File: src/rtl/tcp_connection_demux_defines.svh
// shared assertion macros for the connection lookup block
`ifndef TCP_CONNECTION_DEMUX_DEFINES_SVH
`define TCP_CONNECTION_DEMUX_DEFINES_SVH

// same-cycle implication, reset masked
`define TCD_ASSERT_NOW(label, ante, cons) \
	label: assert property (@(posedge clk) disable iff (!arst_n) (ante) |-> (cons)) \
		else $error("tcd assertion failed");

// next-cycle implication, reset masked
`define TCD_ASSERT_NEXT(label, ante, cons) \
	label: assert property (@(posedge clk) disable iff (!arst_n) (ante) |=> (cons)) \
		else $error("tcd assertion failed");

`endif

File: src/rtl/tcd_pkg.sv
`default_nettype none
package tcd_pkg;

	localparam int NUM_CONNECTIONS = 16;
	localparam int IDX_W = (NUM_CONNECTIONS > 1) ? $clog2(NUM_CONNECTIONS) : 1;
	localparam int CNT_W = $clog2(NUM_CONNECTIONS + 1);

	localparam logic OP_WRITE  = 1'b0;
	localparam logic OP_LOOKUP = 1'b1;

	localparam logic [1:0] ST_FREE   = 2'd0;
	localparam logic [1:0] ST_LISTEN = 2'd1;

	localparam logic [47:0] ETH_BCAST    = 48'hffff_ffff_ffff;
	localparam logic [31:0] IP_ALL_ONES  = 32'hffff_ffff;
	localparam logic [15:0] IP_HDR_BYTES = 16'd20;

	typedef enum logic [2:0] {
		V_BCAST   = 3'd0,
		V_SHORT   = 3'd1,
		V_RESET   = 3'd2,
		V_EXACT   = 3'd3,
		V_LISTEN  = 3'd4,
		V_WRITTEN = 3'd5
	} verdict_t;

endpackage
`default_nettype wire

File: src/rtl/tcp_connection_demux.sv
// Four-tuple TCP connection lookup over a table of tcd_pkg::NUM_CONNECTIONS entries.
// Each beat is either a table write (opcode 0) or a segment lookup (opcode 1), and every
// input beat produces exactly one output beat carrying a verdict and a matched slot.
// Writes, broadcast drops and short-segment drops go straight from the idle state to the
// result state; a lookup walks the table one entry per cycle through a single registered
// read port and one comparator, and stops early when a connected entry matches exactly.
// in_ready is high only while no item is in flight; a finished result sits in the output
// register until taken, and the next item may be accepted meanwhile. The table is empty
// (all entries free) after reset, with no clearing pass.
`default_nettype none
`include "tcp_connection_demux_defines.svh"
module tcp_connection_demux (
	input  wire logic        clk,
	input  wire logic        arst_n,
	input  wire logic        in_valid,
	output logic             in_ready,
	input  wire logic        opcode,
	input  wire logic [3:0]  slot,
	input  wire logic [1:0]  slot_state,
	input  wire logic [47:0] eth_dst,
	input  wire logic [31:0] ip_src,
	input  wire logic [31:0] ip_dst,
	input  wire logic [15:0] src_port,
	input  wire logic [15:0] dst_port,
	input  wire logic [15:0] ip_length,
	input  wire logic [3:0]  tcp_data_offset,
	output logic             out_valid,
	input  wire logic        out_ready,
	output logic [2:0]       verdict,
	output logic [3:0]       match_slot
);

	typedef enum logic [1:0] {
		S_IDLE,
		S_SCAN,
		S_RESULT
	} fsm_t;

	fsm_t st_q;

	logic [1:0]  ent_state_q     [tcd_pkg::NUM_CONNECTIONS];
	logic [31:0] ent_local_ip_q  [tcd_pkg::NUM_CONNECTIONS];
	logic [31:0] ent_remote_ip_q [tcd_pkg::NUM_CONNECTIONS];
	logic [15:0] ent_local_port_q  [tcd_pkg::NUM_CONNECTIONS];
	logic [15:0] ent_remote_port_q [tcd_pkg::NUM_CONNECTIONS];

	logic [31:0] ip_src_q, ip_dst_q;
	logic [15:0] src_port_q, dst_port_q;

	logic [tcd_pkg::CNT_W-1:0] cnt_q;
	logic [tcd_pkg::IDX_W-1:0] rd_idx;
	logic issue;

	logic                      rd_vld_s1;
	logic [tcd_pkg::IDX_W-1:0] rd_idx_s1;
	logic [1:0]                rd_state_s1;
	logic [31:0]               rd_lip_s1, rd_rip_s1;
	logic [15:0]               rd_lport_s1, rd_rport_s1;

	logic                      picked_q;
	logic [tcd_pkg::IDX_W-1:0] pick_q;
	tcd_pkg::verdict_t         res_verdict_q;
	logic [3:0]                res_slot_q;

	logic              out_valid_q;
	tcd_pkg::verdict_t out_verdict_q;
	logic [3:0]        out_slot_q;

	logic in_acc, is_write, is_bcast, is_short, slot_ok, wr_en;
	logic [tcd_pkg::IDX_W-1:0] wr_idx;
	logic hit_exact, hit_listen, last_entry;

	assign in_ready = (st_q == S_IDLE);
	assign in_acc   = in_valid && in_ready;
	assign is_write = (opcode == tcd_pkg::OP_WRITE);
	assign is_bcast = (eth_dst == tcd_pkg::ETH_BCAST) || (ip_dst == tcd_pkg::IP_ALL_ONES);
	assign is_short = ip_length < (tcd_pkg::IP_HDR_BYTES + {10'd0, tcp_data_offset, 2'b00});
	assign slot_ok  = (32'(slot) < 32'(tcd_pkg::NUM_CONNECTIONS));
	assign wr_en    = in_acc && is_write && slot_ok;
	assign wr_idx   = tcd_pkg::IDX_W'(slot);

	assign rd_idx = cnt_q[tcd_pkg::IDX_W-1:0];
	assign issue  = (st_q == S_SCAN) && (cnt_q != tcd_pkg::CNT_W'(tcd_pkg::NUM_CONNECTIONS));

	// connected entries (and state three) only take exact matches
	assign hit_exact = rd_vld_s1 && rd_state_s1[1]
		&& (rd_rip_s1 == ip_src_q) && (rd_lip_s1 == ip_dst_q)
		&& (rd_rport_s1 == src_port_q) && (rd_lport_s1 == dst_port_q);
	assign hit_listen = rd_vld_s1 && (rd_state_s1 == tcd_pkg::ST_LISTEN)
		&& (rd_lport_s1 == dst_port_q)
		&& ((rd_lip_s1 == ip_dst_q) || ((rd_lip_s1 == 32'd0) && !picked_q));
	assign last_entry = rd_vld_s1
		&& (rd_idx_s1 == tcd_pkg::IDX_W'(tcd_pkg::NUM_CONNECTIONS - 1));

	// entry state table, cleared to free on reset
	always_ff @(posedge clk or negedge arst_n) begin
		if (!arst_n) begin
			for (int i = 0; i < tcd_pkg::NUM_CONNECTIONS; i++) begin
				ent_state_q[i] <= tcd_pkg::ST_FREE;
			end
		end else if (wr_en) begin
			ent_state_q[wr_idx] <= slot_state;
		end
	end

	// payload table and registered read port
	always_ff @(posedge clk) begin
		if (wr_en) begin
			ent_local_ip_q[wr_idx]    <= ip_dst;
			ent_remote_ip_q[wr_idx]   <= ip_src;
			ent_local_port_q[wr_idx]  <= dst_port;
			ent_remote_port_q[wr_idx] <= src_port;
		end
		rd_idx_s1   <= rd_idx;
		rd_state_s1 <= ent_state_q[rd_idx];
		rd_lip_s1   <= ent_local_ip_q[rd_idx];
		rd_rip_s1   <= ent_remote_ip_q[rd_idx];
		rd_lport_s1 <= ent_local_port_q[rd_idx];
		rd_rport_s1 <= ent_remote_port_q[rd_idx];
		if (in_acc) begin
			ip_src_q   <= ip_src;
			ip_dst_q   <= ip_dst;
			src_port_q <= src_port;
			dst_port_q <= dst_port;
		end
	end

	always_ff @(posedge clk or negedge arst_n) begin
		if (!arst_n) begin
			st_q          <= S_IDLE;
			cnt_q         <= '0;
			rd_vld_s1     <= 1'b0;
			picked_q      <= 1'b0;
			pick_q        <= '0;
			res_verdict_q <= tcd_pkg::V_RESET;
			res_slot_q    <= '0;
			out_valid_q   <= 1'b0;
			out_verdict_q <= tcd_pkg::V_RESET;
			out_slot_q    <= '0;
		end else begin
			rd_vld_s1 <= issue;
			if (issue) begin
				cnt_q <= cnt_q + 1'b1;
			end
			if (out_valid_q && out_ready && (st_q != S_RESULT)) begin
				out_valid_q <= 1'b0;
			end
			case (st_q)
				S_IDLE: begin
					if (in_acc) begin
						cnt_q      <= '0;
						picked_q   <= 1'b0;
						pick_q     <= '0;
						res_slot_q <= '0;
						if (is_write) begin
							res_verdict_q <= tcd_pkg::V_WRITTEN;
							st_q          <= S_RESULT;
						end else if (is_bcast) begin
							res_verdict_q <= tcd_pkg::V_BCAST;
							st_q          <= S_RESULT;
						end else if (is_short) begin
							res_verdict_q <= tcd_pkg::V_SHORT;
							st_q          <= S_RESULT;
						end else begin
							st_q <= S_SCAN;
						end
					end
				end
				S_SCAN: begin
					if (hit_exact) begin
						res_verdict_q <= tcd_pkg::V_EXACT;
						res_slot_q    <= 4'(rd_idx_s1);
						st_q          <= S_RESULT;
					end else begin
						if (hit_listen) begin
							picked_q <= 1'b1;
							pick_q   <= rd_idx_s1;
						end
						if (last_entry) begin
							if (hit_listen) begin
								res_verdict_q <= tcd_pkg::V_LISTEN;
								res_slot_q    <= 4'(rd_idx_s1);
							end else if (picked_q) begin
								res_verdict_q <= tcd_pkg::V_LISTEN;
								res_slot_q    <= 4'(pick_q);
							end else begin
								res_verdict_q <= tcd_pkg::V_RESET;
								res_slot_q    <= '0;
							end
							st_q <= S_RESULT;
						end
					end
				end
				S_RESULT: begin
					if (!out_valid_q || out_ready) begin
						out_valid_q   <= 1'b1;
						out_verdict_q <= res_verdict_q;
						out_slot_q    <= res_slot_q;
						st_q          <= S_IDLE;
					end
				end
				default: begin
					st_q <= S_IDLE;
				end
			endcase
		end
	end

	assign out_valid  = out_valid_q;
	assign verdict    = out_verdict_q;
	assign match_slot = out_slot_q;

	`TCD_ASSERT_NEXT(a_rise_from_result, !out_valid,
		!out_valid || ($past(st_q) == S_RESULT))
	`TCD_ASSERT_NEXT(a_scan_starts_clean,
		in_acc && (opcode == tcd_pkg::OP_LOOKUP) && !is_bcast && !is_short,
		(st_q == S_SCAN) && (cnt_q == '0) && !picked_q)
	`TCD_ASSERT_NEXT(a_write_answers, in_acc && is_write,
		(st_q == S_RESULT) && (res_verdict_q == tcd_pkg::V_WRITTEN) && (res_slot_q == '0))
	`TCD_ASSERT_NOW(a_slot_zero_unless_match,
		out_valid && (verdict != tcd_pkg::V_EXACT) && (verdict != tcd_pkg::V_LISTEN),
		match_slot == 4'd0)

endmodule
`default_nettype wire
File: config.mk
export PLATFORM = sky130hd
export DESIGN_NAME = tcp_connection_demux
export DESIGN_NICKNAME = d
export VERILOG_FILES = /design/src/rtl/tcd_pkg.sv /design/src/rtl/tcp_connection_demux.sv
export VERILOG_INCLUDE_DIRS = /design/src /design/src/rtl
export SDC_FILE = /design/constraint.sdc
export NUM_CORES = 1
export LEC_CHECK = 0
export BUFFER_PORTS_ARGS = -buffer_cell sky130_fd_sc_hd__buf_2
export CAP_MARGIN = 5
export CORE_MARGIN = 1
export CORE_UTILIZATION = 30
export DETAILED_ROUTE_END_ITERATION = 10
export GPL_ROUTABILITY_DRIVEN = 0
export SLEW_MARGIN = 40
export SYNTH_ARGS = -nofsm -noshare
export SYNTH_HDL_FRONTEND = slang
export SYNTH_SLANG_ARGS = --single-unit
File: constraint.sdc
create_clock -name clk -period 10.3 [get_ports clk]
set_clock_uncertainty 0.2 [all_clocks]
set_input_delay 0.515 -clock clk [delete_from_list [all_inputs] [get_ports clk]]
set_output_delay 0.515 -clock clk [all_outputs]
set_load 0.05 [all_outputs]
==> flow_summary_export.csv <==
group,metric,value,unit
run_status,outcome,"complete, no violations",
drt,dr.pass1.iters,5,
drt,drt-total-wl,150,mm
worst_setup_path,cp_max_fo,49,
drt,route.vias.total,29600,
floorplan,io_pins,184,
clock_tree,clk_pin_slew,0.06,ns
yosys,synth_edf_count,1632,
final_layout,area_growth,17.8,%
sta,fin_crit,4.02,ns
grt,met1_usage,17.7,%
drt,drcViolationCount,0,
clock_tree,postCtsResizedCells,0,
sta,max_freq,249,MHz
power,combPwrFrac,18.9,%
grt,met2_usage,23.3,%
run,cap_violations,0,
power,peakVddDrop,0.000260,V
grt,grt_pass1_vias,31300,
placed_design,port_buffers,181,
power,power.density,233,nW/um^2
yosys,syn_inst,2738,
worst_setup_path,path_class,"reg -> reg",
yosys,synth_flop_cell,"edfxtp_1",
final_layout,final_area,78400,sq um
drt,drt_iter0_markers,2683,
floorplan,die-area,224000,sq um
final_layout,mostFrequentLayoutCells,"edfxtp_1 (1632), mux4_2 (490), buf_2 (181)",
floorplan,core-area,220000,sq um
clock_tree,holdBufCountCts,103,
grt,grt_pass1_wl,221,mm
worst_setup_path,startpoint_type,"flop",
yosys,synthArstFlopShare,3.34,%
placed_design,dpl_cell_area,71800,sq um
drt,routedWlPerCell,24.1,um
sta,finalSetupTns,0,ns
yosys,ys_warn_count,0,
drt,postRouteAntennaNets,0,
clock_tree,cts_sinks,1794,
yosys,avgSynthCellArea,24.3,sq um
grt,antenna_found_initial,29,
placed_design,post-place-ws,6.18,ns
sta,slew_headroom,43.2,%
floorplan,die_height,473,um
clock_tree,numCtsBuffers,169,
sta,worst_pin_slew,0.852,ns
sta,setup_viol,0,
final_layout,nFillCells,19900,
yosys,ys_seq_elements,1794,
grt,grt_usage,13.5,%
floorplan,row_count,172,
floorplan,die_w,473,um
clock_tree,clk_latency,0.79,ns
clock_tree,post_cts_buffers,0,
power,seqPwrFrac,47.2,%
power,power.internal,0.0138,W
worst_setup_path,arrival,4.49,ns
worst_setup_path,worst_setup_path_end_kind,"flop",
grt,grt_max_degree,125,
sta,fin_ws,6.28,ns
power,switching_share,24.8,%
power,clockPowerShare,33.9,%
floorplan,start_util,30.2,%
worst_setup_path,critPathRequiredTime,10.77,ns
yosys,yosysUniqueCellTypes,42,
clock_tree,clockBufferDepth,3,
grt,grt_overflow,0,
clock_tree,h-tree-depth,4,
drt,viasPerCell,4.75,
clock_tree,cts-root-buf,"clkbuf_16",
sta,fin_crit_sh,39.0,%
final_layout,final_common_cell,"edfxtp_1",
grt,grtUsageMet3,1.96,%
final_layout,multi_input_area,13600,sq um
final_layout,drive_gt1_share,31.3,%
yosys,syn-num-nets,2920,
grt,top_usage_layer,"met2",
placed_design,place_hpwl,75.9,mm
yosys,synth_area,66600,sq um
power,switchingPower,0.00454,W
sta,hold_violations,0,
min_path,hold_class,"in -> reg",
final_layout,nNetsFinal,3313,
sta,rsz0062_at_grt,"no",
power,power_leakage,24.2,nW
clock_tree,cts_tree,"done",
sta,drv_slew,0,
final_layout,seq_area,52600,sq um
yosys,seq_area_frac_synth,79.0,%
[stage by stage]
step | util [%] | instances | hold slack [ns] | total power (W)
after CTS | 35.6 | 6235 | 0.0422 | 0.0185
after detailed placement | 32.6 | 5813 | 0.272 | 0.0123
after global placement | 32.4 | 5796 | 0.274 | 0.0122
after global routing | 35.6 | 6239 | 0.134 | 0.0190
final | 35.6 | 6240 | 0.101 | 0.0183
after floorplan | - | 2738 | 0.0194 | 0.0113
[metal layers]
metal  part of all wire, %  up-vias
li1                      -    12500
met1                    43    16200
met2                    52      706
met3                   4.1      213
met4                   1.7       14
met5                 0.064        -
[logic make-up after synthesis]
logic type      after synthesis  synth area share, %
flops                      1794                 79.0
fa+ha+maj                     7                0.132
mux                         530                 17.3
xor+xnor                     98                 1.29
buf+inv                     124                0.760
compound gates               31                0.365
simple gates                154                 1.23
[state kept, by name, summed over array words and instances (netlist names), 2 cells and up]
name	flops
ip_dst_q	32
dst_port_q	16
src_port_q	16
ent_local_port_q	256
ent_remote_port_q	256
rd_lport_s1	16
ent_state_q	32
rd_idx_s1	4
st_q	2
rd_state_s1	2
ip_src_q	32
ent_remote_ip_q	512
verdict	3
rd_rport_s1	16
cnt_q	5
res_verdict_q	3
rd_rip_s1	32
res_slot_q	4
pick_q	4
ent_local_ip_q	512
rd_lip_s1	32
match_slot	4
[power by group through the flow]
stage	combinational, W	sequential, W	clock [W]
after floorplan	0.00264	0.00869	0
after global placement	0.00339	0.00883	0
after detailed placement	0.00346	0.00883	0
after CTS	0.00351	0.00868	0.00633
after global routing	0.00371	0.00868	0.00659
final	0.00346	0.00864	0.00620
[worst max-delay path, cell delays in order (launching register included)]
cell	delay (ns)
dfrtp_1	0.44
nor2_1	0.16
nand2_1	0.19
nor2_1	0.31
nand3_1	0.34
nor2_4	0.43
buf_6	0.69
buf_6	0.61
mux2_2	0.41
[path summary, 6_finish.rpt]
check                                  startpoint                          to  slack (ns)  cells past startpoint
setup / recovery              st_q[1]$_DFFE_PN0P_  ent_state_q[9]$_DFFE_PN0P_        6.28                      8
hold / removal                           in_valid   res_slot_q[2]$_DFFE_PN0P_        0.10                      5
setup reg to reg              st_q[1]$_DFFE_PN0P_  ent_state_q[9]$_DFFE_PN0P_        6.28                      8
hold reg to reg            verdict[1]$_DFFE_PN1P_      verdict[1]$_DFFE_PN1P_        0.28                      2
max in group asynchronous                  arst_n          cnt_q[1]$_DFF_PN0_        9.27                      3
min in group asynchronous                  arst_n         out_valid$_DFF_PN0_        0.13                      3
[synth_stat cells, types with 3 or more instances]
master | number | share of area, %
ha_1 | 7 | 0.13
mux4_2 | 490 | 17
a221o_1 | 3 | 0.045
nand2b_1 | 4 | 0.038
xor2_1 | 16 | 0.21
nand3_1 | 7 | 0.053
o21ai_0 | 6 | 0.045
dfxtp_1 | 102 | 3.1
a22o_1 | 4 | 0.053
nor4_1 | 23 | 0.22
a21oi_1 | 4 | 0.030
nand2_1 | 20 | 0.11
and2_1 | 3 | 0.028
xnor2_1 | 82 | 1.1
buf_2 | 32 | 0.24
nor3_1 | 5 | 0.038
dfrtp_1 | 58 | 2.2
edfxtp_1 | 1632 | 74
mux2_2 | 39 | 0.66
buf_1 | 15 | 0.085
inv_1 | 10 | 0.056
nor2_1 | 40 | 0.23
clkbuf_1 | 66 | 0.37
nand4_1 | 45 | 0.42
[cell type report]
class                   count  share of cell area (%)
well taps                2958                    4.72
inverters                  11                  0.0622
multi-input cells         820                    17.4
clock buffers             237                    5.93
clock inverters            82                    1.11
flip-flops and latches   1794                    67.0
diodes                      3                 0.00957
repair buffers            335                    3.78
Note: power is estimated with default switching activity, not from simulation.
